==> src/design/smf_pkg.sv <==
// Shared types, constants and byte helpers for the substring match finder.
package smf_pkg;

  localparam int NEEDLE_BYTES = 16;
  localparam int NLEN_W       = 5;
  localparam int CFG_IDX_W    = 3;
  localparam int CFG_DATA_W   = 64;

  localparam int DEF_MAX_NEEDLE  = 16;
  localparam int DEF_COLUMN_BITS = 16;
  localparam int DEF_LINE_BITS   = 20;

  localparam logic [7:0] UNDERSCORE = 8'h5F;

  typedef enum logic [CFG_IDX_W-1:0] {
    REG_CASE_SENS  = 3'd0,
    REG_WHOLE_WORD = 3'd1,
    REG_NEEDLE_LEN = 3'd2,
    REG_NEEDLE_LO  = 3'd3,
    REG_NEEDLE_HI  = 3'd4
  } reg_idx_t;

  typedef struct packed {
    logic                              case_sensitive;
    logic                              whole_word;
    logic [NLEN_W-1:0]                 needle_length;
    logic [NEEDLE_BYTES-1:0][7:0]      needle;
  } cfg_t;

  typedef struct packed {
    logic hit;
    logic left_word;
  } match_t;

  function automatic logic [7:0] fold_byte(input logic [7:0] b, input logic cs);
    logic [7:0] r;
    r = b;
    if (!cs && b >= 8'h41 && b <= 8'h5A) begin
      r = b + 8'h20;
    end
    return r;
  endfunction

  function automatic logic is_word(input logic [7:0] b);
    return (b >= 8'h30 && b <= 8'h39) || (b >= 8'h41 && b <= 8'h5A) ||
           (b >= 8'h61 && b <= 8'h7A) || (b == UNDERSCORE);
  endfunction

endpackage

==> src/design/smf_cfg_regs.sv <==
// Configuration register file: case mode, whole-word mode, needle length and bytes.
module smf_cfg_regs (
  input  logic                              clk,
  input  logic                              rst_n,
  input  logic                              we,
  input  logic [smf_pkg::CFG_IDX_W-1:0]     index,
  input  logic [smf_pkg::CFG_DATA_W-1:0]    data,
  output smf_pkg::cfg_t                     cfg
);
  import smf_pkg::*;

  cfg_t cfg_r;
  cfg_t cfg_nxt;

  always_comb begin
    cfg_nxt = cfg_r;
    if (we) begin
      case (index)
        REG_CASE_SENS:  cfg_nxt.case_sensitive = data[0];
        REG_WHOLE_WORD: cfg_nxt.whole_word     = data[0];
        REG_NEEDLE_LEN: cfg_nxt.needle_length  = data[NLEN_W-1:0];
        REG_NEEDLE_LO:  cfg_nxt.needle[7:0]    = data;
        REG_NEEDLE_HI:  cfg_nxt.needle[15:8]   = data;
        default:        cfg_nxt = cfg_r;
      endcase
    end
  end

  always_ff @(posedge clk) begin
    if (!rst_n) begin
      cfg_r <= '0;
    end else begin
      cfg_r <= cfg_nxt;
    end
  end

  assign cfg = cfg_r;

endmodule

==> src/design/smf_matcher.sv <==
// Parallel window compare: needle against the newest bytes, plus left-neighbor word check.
module smf_matcher #(
  parameter int MAX_NEEDLE  = smf_pkg::DEF_MAX_NEEDLE,
  parameter int COLUMN_BITS = smf_pkg::DEF_COLUMN_BITS
) (
  input  smf_pkg::cfg_t                  cfg,
  input  logic [MAX_NEEDLE:0][7:0]       win,
  input  logic [COLUMN_BITS-1:0]         col,
  output smf_pkg::match_t                match
);
  import smf_pkg::*;

  localparam int CMP_W  = ((COLUMN_BITS > NLEN_W) ? COLUMN_BITS : NLEN_W) + 1;
  localparam int WIN_IW = $clog2(MAX_NEEDLE + 1);

  logic [NLEN_W-1:0]     len;
  logic [CMP_W-1:0]      col_x;
  logic [CMP_W-1:0]      len_x;
  logic                  len_ok;
  logic                  span_ok;
  logic [MAX_NEEDLE-1:0] byte_ok;
  logic [NLEN_W-1:0]     left_idx;

  assign len     = cfg.needle_length;
  assign col_x   = CMP_W'(col);
  assign len_x   = CMP_W'(len);
  assign len_ok  = (len != '0) && (len <= NLEN_W'(MAX_NEEDLE));
  assign span_ok = (col_x + CMP_W'(1)) >= len_x;

  // Needle byte j lines up with window byte len-1-j.
  for (genvar j = 0; j < MAX_NEEDLE; j++) begin : g_cmp
    logic [NLEN_W-1:0] k_full;
    logic [7:0]        sel;
    assign k_full     = len - NLEN_W'(1) - NLEN_W'(j);
    assign sel        = win[k_full[WIN_IW-1:0]];
    assign byte_ok[j] = (NLEN_W'(j) >= len) ||
                        (fold_byte(sel, cfg.case_sensitive) ==
                         fold_byte(cfg.needle[j], cfg.case_sensitive));
  end

  assign left_idx = len;

  assign match.hit       = len_ok && span_ok && (&byte_ok);
  assign match.left_word = (col_x >= len_x) && is_word(win[left_idx[WIN_IW-1:0]]);

endmodule

==> src/design/smf_out_buf.sv <==
// Two-slot result register: holds up to two results of one item and drains them in order.
module smf_out_buf #(
  parameter int COLUMN_BITS = smf_pkg::DEF_COLUMN_BITS,
  parameter int LINE_BITS   = smf_pkg::DEF_LINE_BITS
) (
  input  logic                   clk,
  input  logic                   rst_n,
  input  logic                   push,
  input  logic [1:0]             n_in,
  input  logic [LINE_BITS-1:0]   r0_line,
  input  logic [COLUMN_BITS-1:0] r0_start,
  input  logic [COLUMN_BITS-1:0] r0_end,
  input  logic [LINE_BITS-1:0]   r1_line,
  input  logic [COLUMN_BITS-1:0] r1_start,
  input  logic [COLUMN_BITS-1:0] r1_end,
  output logic                   can_accept,
  output logic                   out_valid,
  input  logic                   out_ready,
  output logic [LINE_BITS-1:0]   out_line,
  output logic [COLUMN_BITS-1:0] out_start,
  output logic [COLUMN_BITS-1:0] out_end,
  output logic                   out_last
);
  import smf_pkg::*;

  logic [1:0]             cnt_r, cnt_nxt;
  logic [LINE_BITS-1:0]   s0_line_r, s1_line_r;
  logic [COLUMN_BITS-1:0] s0_start_r, s1_start_r;
  logic [COLUMN_BITS-1:0] s0_end_r, s1_end_r;
  logic                   s0_last_r;
  logic                   pop;

  assign pop        = out_valid && out_ready;
  assign can_accept = (cnt_r == 2'd0) || (cnt_r == 2'd1 && out_ready);

  always_comb begin
    if (push) begin
      cnt_nxt = n_in;
    end else if (pop) begin
      cnt_nxt = cnt_r - 2'd1;
    end else begin
      cnt_nxt = cnt_r;
    end
  end

  always_ff @(posedge clk) begin
    if (!rst_n) begin
      cnt_r <= 2'd0;
    end else begin
      cnt_r <= cnt_nxt;
    end
  end

  always_ff @(posedge clk) begin
    if (push) begin
      s0_line_r  <= r0_line;
      s0_start_r <= r0_start;
      s0_end_r   <= r0_end;
      s0_last_r  <= (n_in == 2'd1);
      s1_line_r  <= r1_line;
      s1_start_r <= r1_start;
      s1_end_r   <= r1_end;
    end else if (pop) begin
      s0_line_r  <= s1_line_r;
      s0_start_r <= s1_start_r;
      s0_end_r   <= s1_end_r;
      s0_last_r  <= 1'b1;
    end
  end

  assign out_valid = (cnt_r != 2'd0);
  assign out_line  = s0_line_r;
  assign out_start = s0_start_r;
  assign out_end   = s0_end_r;
  assign out_last  = s0_last_r;

  a_cnt_range: assert property (@(posedge clk) disable iff (!rst_n) cnt_r != 2'd3)
    else $error("result count out of range");
  a_pair_order: assert property (@(posedge clk) disable iff (!rst_n)
    (push && n_in == 2'd2) |=> (cnt_r == 2'd2 && !s0_last_r))
    else $error("first of two results flagged last");
  a_single_last: assert property (@(posedge clk) disable iff (!rst_n)
    (cnt_r == 2'd1) |-> s0_last_r)
    else $error("lone result not flagged last");

endmodule

==> src/design/substring_match_finder.sv <==
// Top level of the streaming substring match finder.
//
// Usage:
//   Input channel (in_valid/in_ready) takes one text item per cycle while in_ready
//   is high: a byte, a line-end flag and an empty-line flag. Result channel
//   (out_valid/out_ready) gives matches as line, start column, end column and
//   a flag on the last result produced by its item. The user must write
//   configuration (cfg_we, cfg_index, cfg_data) only while the block is idle;
//   the block itself does not enforce this. An accepted item is held in the
//   input register, which feeds the compare, which loads the result register.
//   Throughput: one item per cycle while items produce at most one result and
//   the receiver is ready; an item producing two results holds the result
//   register until its first result drains through the single output slot.
//   Reset clears configuration, line and column counters, the byte history
//   and any pending whole-word match; no result is held after reset.
//   When the receiver stalls, the result register holds its results and the
//   input register holds one more item before in_ready drops.
module substring_match_finder #(
  parameter int MAX_NEEDLE  = smf_pkg::DEF_MAX_NEEDLE,
  parameter int COLUMN_BITS = smf_pkg::DEF_COLUMN_BITS,
  parameter int LINE_BITS   = smf_pkg::DEF_LINE_BITS
) (
  input  logic                            clk,
  input  logic                            rst_n,
  input  logic                            cfg_we,
  input  logic [smf_pkg::CFG_IDX_W-1:0]   cfg_index,
  input  logic [smf_pkg::CFG_DATA_W-1:0]  cfg_data,
  input  logic                            in_valid,
  output logic                            in_ready,
  input  logic [7:0]                      in_text_byte,
  input  logic                            in_line_end,
  input  logic                            in_empty_line,
  output logic                            out_valid,
  input  logic                            out_ready,
  output logic [LINE_BITS-1:0]            out_match_line,
  output logic [COLUMN_BITS-1:0]          out_match_start,
  output logic [COLUMN_BITS-1:0]          out_match_end,
  output logic                            out_last_of_run
);
  import smf_pkg::*;

  localparam logic [COLUMN_BITS-1:0] COL_MAX  = '1;
  localparam logic [LINE_BITS-1:0]   LINE_MAX = '1;
  localparam int CMP_W = ((COLUMN_BITS > NLEN_W) ? COLUMN_BITS : NLEN_W) + 1;

  cfg_t   cfg;
  match_t match;

  // Input register
  logic       s1_valid_r, s1_valid_nxt;
  logic [7:0] s1_byte_r;
  logic       s1_line_end_r;
  logic       s1_empty_r;
  logic       in_fire;
  logic       adv;
  logic       buf_can_accept;

  // Stream state
  logic [MAX_NEEDLE-1:0][7:0] hist_r, hist_nxt;
  logic [COLUMN_BITS-1:0]     col_r, col_nxt;
  logic [LINE_BITS-1:0]       line_r, line_nxt;
  logic                       pend_r, pend_nxt;
  logic [COLUMN_BITS-1:0]     pend_start_r, pend_start_nxt;

  logic [MAX_NEEDLE:0][7:0]   win;
  logic [COLUMN_BITS-1:0]     col_inc;
  logic [LINE_BITS-1:0]       line_inc;
  logic [CMP_W-1:0]           start_x;
  logic [COLUMN_BITS-1:0]     m_start;
  logic [COLUMN_BITS-1:0]     m_end;
  logic                       pend_emit;
  logic                       new_emit;
  logic                       new_pend;
  logic [1:0]                 n_res;
  logic [COLUMN_BITS-1:0]     r0_start, r0_end;

  smf_cfg_regs u_cfg (
    .clk   (clk),
    .rst_n (rst_n),
    .we    (cfg_we),
    .index (cfg_index),
    .data  (cfg_data),
    .cfg   (cfg)
  );

  // Handshake: advance the held item whenever the result register has room.
  assign adv      = s1_valid_r && buf_can_accept;
  assign in_ready = !s1_valid_r || adv;
  assign in_fire  = in_valid && in_ready;

  always_comb begin
    if (in_fire) begin
      s1_valid_nxt = 1'b1;
    end else if (adv) begin
      s1_valid_nxt = 1'b0;
    end else begin
      s1_valid_nxt = s1_valid_r;
    end
  end

  always_ff @(posedge clk) begin
    if (!rst_n) begin
      s1_valid_r <= 1'b0;
    end else begin
      s1_valid_r <= s1_valid_nxt;
    end
  end

  always_ff @(posedge clk) begin
    if (in_fire) begin
      s1_byte_r     <= in_text_byte;
      s1_line_end_r <= in_line_end;
      s1_empty_r    <= in_empty_line;
    end
  end

  // Window after shifting in the current byte: index 0 is the newest.
  assign win = {hist_r, s1_byte_r};

  smf_matcher #(
    .MAX_NEEDLE  (MAX_NEEDLE),
    .COLUMN_BITS (COLUMN_BITS)
  ) u_match (
    .cfg   (cfg),
    .win   (win),
    .col   (col_r),
    .match (match)
  );

  assign col_inc  = (col_r == COL_MAX) ? COL_MAX : col_r + 1'b1;
  assign line_inc = (line_r == LINE_MAX) ? LINE_MAX : line_r + 1'b1;
  assign start_x  = CMP_W'(col_r) + CMP_W'(1) - CMP_W'(cfg.needle_length);
  assign m_start  = start_x[COLUMN_BITS-1:0];
  assign m_end    = col_inc;

  // A pending whole-word match resolves on a non-word byte or a closed line.
  assign pend_emit = pend_r && (s1_empty_r || !is_word(s1_byte_r));

  // New match: report now unless whole-word mode needs the right neighbor or rejects a word left neighbor.
  always_comb begin
    new_emit = 1'b0;
    new_pend = 1'b0;
    if (!s1_empty_r && match.hit) begin
      if (!cfg.whole_word) begin
        new_emit = 1'b1;
      end else if (!match.left_word) begin
        new_emit = s1_line_end_r;
        new_pend = !s1_line_end_r;
      end
    end
  end

  assign n_res    = {1'b0, pend_emit} + {1'b0, new_emit};
  assign r0_start = pend_emit ? pend_start_r : m_start;
  assign r0_end   = pend_emit ? col_r : m_end;

  always_comb begin
    hist_nxt       = hist_r;
    col_nxt        = col_r;
    line_nxt       = line_r;
    pend_nxt       = pend_r;
    pend_start_nxt = pend_start_r;
    if (adv) begin
      if (s1_empty_r) begin
        pend_nxt = 1'b0;
        line_nxt = line_inc;
        col_nxt  = '0;
      end else begin
        hist_nxt       = win[MAX_NEEDLE-1:0];
        pend_nxt       = new_pend;
        pend_start_nxt = m_start;
        if (s1_line_end_r) begin
          line_nxt = line_inc;
          col_nxt  = '0;
        end else begin
          col_nxt = col_inc;
        end
      end
    end
  end

  always_ff @(posedge clk) begin
    if (!rst_n) begin
      hist_r       <= '0;
      col_r        <= '0;
      line_r       <= '0;
      pend_r       <= 1'b0;
      pend_start_r <= '0;
    end else begin
      hist_r       <= hist_nxt;
      col_r        <= col_nxt;
      line_r       <= line_nxt;
      pend_r       <= pend_nxt;
      pend_start_r <= pend_start_nxt;
    end
  end

  smf_out_buf #(
    .COLUMN_BITS (COLUMN_BITS),
    .LINE_BITS   (LINE_BITS)
  ) u_out (
    .clk        (clk),
    .rst_n      (rst_n),
    .push       (adv),
    .n_in       (n_res),
    .r0_line    (line_r),
    .r0_start   (r0_start),
    .r0_end     (r0_end),
    .r1_line    (line_r),
    .r1_start   (m_start),
    .r1_end     (m_end),
    .can_accept (buf_can_accept),
    .out_valid  (out_valid),
    .out_ready  (out_ready),
    .out_line   (out_match_line),
    .out_start  (out_match_start),
    .out_end    (out_match_end),
    .out_last   (out_last_of_run)
  );

  a_pend_cleared_at_eol: assert property (@(posedge clk) disable iff (!rst_n)
    (adv && (s1_empty_r || s1_line_end_r)) |=> (!pend_r && col_r == '0))
    else $error("line close left pending match or column");
  a_line_monotonic: assert property (@(posedge clk) disable iff (!rst_n)
    1'b1 |=> (line_r >= $past(line_r)))
    else $error("line counter went backwards");
  a_pend_needs_ww: assert property (@(posedge clk) disable iff (!rst_n)
    (adv && !cfg.whole_word && !pend_r) |=> !pend_r)
    else $error("pending match without whole-word mode");

endmodule
==> config.mk <==
export PLATFORM = sky130hd
export DESIGN_NAME = substring_match_finder
export DESIGN_NICKNAME = d
export VERILOG_FILES = /design/src/design/smf_pkg.sv /design/src/design/smf_cfg_regs.sv /design/src/design/smf_matcher.sv /design/src/design/smf_out_buf.sv /design/src/design/substring_match_finder.sv
export SDC_FILE = /design/constraint.sdc
export NUM_CORES = 2
export LEC_CHECK = 0
export BUFFER_PORTS_ARGS = -buffer_cell sky130_fd_sc_hd__buf_2
export CAP_MARGIN = 10
export CORE_MARGIN = 2
export CORE_UTILIZATION = 41
export CTS_BUF_LIST = sky130_fd_sc_hd__clkbuf_2 sky130_fd_sc_hd__clkbuf_4 sky130_fd_sc_hd__clkbuf_8
export DETAILED_ROUTE_END_ITERATION = 7
export HOLD_SLACK_MARGIN = 0.03
export PLACE_DENSITY = 0.61
export SYNTH_ARGS = -nofsm -noshare
export SYNTH_HDL_FRONTEND = slang
export SYNTH_SLANG_ARGS = --single-unit
==> constraint.sdc <==
create_clock -name clk -period 8.8 [get_ports clk]
set_clock_uncertainty 0.15 [all_clocks]
set_input_delay 0.88 -clock clk [delete_from_list [all_inputs] [get_ports clk]]
set_output_delay 0.88 -clock clk [all_outputs]
set_load 0.05 [all_outputs]
==> qor.csv <==
stage,metric,value,unit
outcome,status,completed,
synthesis,synth_nets,4259,
hold_path,hp-class,in2reg,
critical_path,crit_slowest_cell,ha_4,
synthesis,synth_top_area_cell,dfxtp_1,
floorplanning,fp.dieW,291,um
route,drc,0,
synthesis,yosysSeqAreaShare,0.292,
cells_and_area,layout-drive-gt1-share,0.148,
cells_and_area,fillers,8207,
timing,max_freq,140,MHz
global_routing,grt_pass1_wl,198000,um
clock_tree,clk_pin_slew,0.06,ns
hold_path,hp-start,in_text_byte[4],
floorplanning,num_io_pins,137,
power_and_ir_drop,total_power,5.26,mW
critical_path,end_kind,flip-flop,
place,hpwl,98400,um
critical_path,ff2ff_path_depth,22,
route,drt_pre_antenna_iters,6,
synthesis,synth-simple-area-share,0.213,
clock_tree,cts_tree,built,
clock_tree,cts_resized,0,
critical_path,r2r_setup_slack,1.63,ns
synthesis,async_reset_ff_frac,0,
cells_and_area,syn_to_final_growth,8.16,%
synthesis,synth_top_family_by_area,simple AND/OR/NAND/NOR gates,
timing,timing.hold.ws,0.202,ns
synthesis,synth_adder_area_share,0.0192,
timing,tightest_slew,1.22,ns
clock_tree,cts_sinks,434,
critical_path,crit_family,compound AO/OA/AOI/OAI gates,
route,detail-route-antenna-nets,0,
synthesis,synth_cells,4126,
timing,fin_crit,7.17,ns
critical_path,cp_cell_sequence,inv_4 -> ha_4 -> buf_12 -> mux2_2 -> mux2i_1 -> mux2i_1 -> mux2_2 -> o41ai_1 -> nand3_1 -> nand4_1 -> o211ai_1 -> a21boi_0 -> o21ai_0 -> o211a_1 -> nand4_1 -> a211oi_1 -> ha_1 -> inv_1 -> nand2_1 -> and3_1 -> a21oi_1 -> nor2_1,
route,vias_per_cell,6.22,
timing,fin_crit_sh,0.814,
run,cap_violations,0,
critical_path,worst_path_largest_cell_delay,0.75,ns
synthesis,synth_edf_count,115,
global_routing,grt_usage,0.305,
timing,setup_tns,0,ns
place,port-buffer-count,136,
place,dp_slack,1.94,ns
floorplanning,die-area,0.0845,sq mm
clock_tree,post_cts_buffers,0,
global_routing,antenna_found_initial,6,
route,drt_wl_total,133000,um
route,dr.first_iter.drc_count,4236,
timing,rsz0062_at_grt,false,
cells_and_area,multiInputGateArea,0.0221,sq mm
synthesis,synth.cell_area,0.0337,sq mm
cells_and_area,fin_nets,4247,
timing,setup_violations,0,
global_routing,grt_pass1_vias,30351,
clock_tree,cts_buffers,77,
clock_tree,cts_root_buf,clkbuf_8,
synthesis,synth_warnings,0,
route,vias,32611,
synthesis,synth_area_leaders,"dfxtp_1, edfxtp_1, nand2_1, mux2i_1, a21oi_1",
synthesis,synth_compound_area_frac,0.194,
floorplanning,initial_core_util,0.412,
floorplanning,die_y,291,um
floorplanning,core-area,0.0817,sq mm
critical_path,required,9.17,ns
cells_and_area,seq_area,0.00985,sq mm
hold_path,hold_path_depth,1,
critical_path,cp_max_fo,89,
clock_tree,htree_num_levels,3,
critical_path,crit_cells,22,
synthesis,synth_cell_types,116,
power_and_ir_drop,leakage,13.2,nW
hold_path,whs_endpoint,s1_byte_r[4],
synthesis,synth_top_area_frac,0.190,
clock_tree,insertion_delay,0.74,ns
clock_tree,clock_path_buffers,3,
critical_path,arrival,7.53,ns
power_and_ir_drop,p_per_area,144,mW/mm^2
synthesis,ys.flop_type,dfxtp_1,
place,gp_congestion,1.05,
synthesis,synthXorXnorAreaFrac,0.0545,
route,wl_per_cell,25.3,um
synthesis,synth-seq-cells,434,
critical_path,worstReg2RegEnd,u_out.cnt_r[0],
synthesis,avgSynthCellArea,8.16,sq um
timing,slew_viol_final,0,
synthesis,synthMuxAreaShare,0.174,
critical_path,timing.rr.start,u_cfg.cfg[128],
critical_path,critPathBufInv,3,
critical_path,worstSetupPathType,reg2reg,
global_routing,grt_max_degree,154,
floorplanning,rows,105,
critical_path,critPathLaunchType,flip-flop,
timing,finalWorstSetupSlack,1.63,ns
clock_tree,hold_buffers,0,
global_routing,overflow,0,
timing,slew_headroom,0.183,
timing,hold_viol,0,
power_and_ir_drop,ir_drop,0.132,mV
## how the worst max path moves through the flow
stage                   start              to  slack, ns
2_1_floorplan  u_cfg.cfg[128]  u_out.cnt_r[0]       2.40
3_3_place_gp   u_cfg.cfg[128]  u_out.cnt_r[0]       1.97
6_report       u_cfg.cfg[128]  u_out.cnt_r[0]       1.63
5_1_grt        u_cfg.cfg[128]  u_out.cnt_r[0]       1.38
3_5_place_dp   u_cfg.cfg[128]  u_out.cnt_r[0]       1.94
4_1_cts        u_cfg.cfg[128]  u_out.cnt_r[0]       1.86
## power by group
part | internal (mW) | switching (mW)
registers | 2.18 | 0.0639
clock network | 1.05 | 0.901
logic | 0.302 | 0.765
## Yosys cell counts, drive strengths merged, types with 22 or more instances
cell type,n
o31ai,36
nor2b,31
or3,35
dfxtp,319
a21oi,417
a22oi,53
nor2,225
o21ai,162
nor4,28
o22ai,34
mux2,102
ha,50
and3,29
nand2b,31
xor2,74
clkbuf,172
edfxtp,115
a211oi,22
inv,60
and2,24
a31oi,57
o211ai,41
nor3,75
buf,131
xnor2,116
nand2,875
nand3,134
mux2i,262
mux4,92
nand4,40
## cells in the final DEF, fill, tap and decap left out, types with 29 or more instances in the layout
cell	instances
inv_1	53
a21oi_1	417
xnor2_1	110
ha_1	49
nand3_1	132
o31ai_1	32
buf_2	136
or3_1	35
nor2_1	223
o21ai_0	149
o211ai_1	41
xor2_1	73
dfxtp_1	313
nand2_1	875
nand4_1	40
o22ai_1	33
a22oi_1	50
edfxtp_1	115
nor2b_1	30
nand2b_1	29
a31oi_1	57
mux4_2	92
nor3_1	71
clkbuf_8	86
mux2i_1	261
mux2_2	97
buf_4	74
## state kept, by name, indices dropped and copies added (netlist names), 16 cells and up
| name | cells |
|---|---|
| col_r | 16 |
| u_out.s1_end_r | 16 |
| hist_r | 128 |
| u_out.out_end | 16 |
| u_cfg.cfg | 135 |
| u_out.out_line | 20 |
| line_r | 20 |
| u_out.s1_start_r | 16 |
| u_out.out_start | 16 |
| pend_start_r | 16 |
| u_out.s1_line_r | 20 |
## cell type report
class	instances	area share
Antenna cell	2	0.000137
Sequential cell	434	0.270
Tap cell	1070	0.0368
Clock inverter	25	0.00519
Inverter	62	0.00670
Clock buffer	113	0.0381
Multi-Input combinational cell	3327	0.608
Timing Repair Buffer	212	0.0350
## worst reg2reg max path, cell delays in order (launching register included)
cell,delay (ns)
dfxtp_4,0.53
inv_4,0.07
ha_4,0.75
buf_12,0.53
mux2_2,0.47
mux2i_1,0.59
mux2i_1,0.19
mux2_2,0.35
o41ai_1,0.35
nand3_1,0.12
nand4_1,0.14
o211ai_1,0.09
a21boi_0,0.13
o21ai_0,0.65
o211a_1,0.26
nand4_1,0.39
a211oi_1,0.40
ha_1,0.28
inv_1,0.07
nand2_1,0.06
and3_1,0.21
a21oi_1,0.11
nor2_1,0.05
## per-layer routing
layer	wire (um)	track usage	up-vias
met5	29	0	-
met2	57600	0.466	1636
li1	-	-	15058
met3	12500	0.0649	387
met4	8530	0.173	4
met1	54200	0.400	15526
## cells by family (layout without fill, tap and decap cells)
kind of cell / Yosys count / after routing
other: 0 / 2
AO/OA/AOI/OAI: 1026 / 1026
multiplexers: 456 / 456
buffers and inverters: 365 / 412
flip-flops: 434 / 434
adder cells (fa/ha/maj): 51 / 51
AND/OR/NAND/NOR: 1598 / 1598
XOR/XNOR: 196 / 196
## metrics by stage
step	cells	utilization	instance area, sq um
floorplan	4126	-	33700
global placement	5105	0.426	34800
detailed placement	5105	0.426	34800
CTS	5243	0.446	36400
global route	5244	0.446	36400
finish	5245	0.446	36400
(Power assumes the default switching activity.)
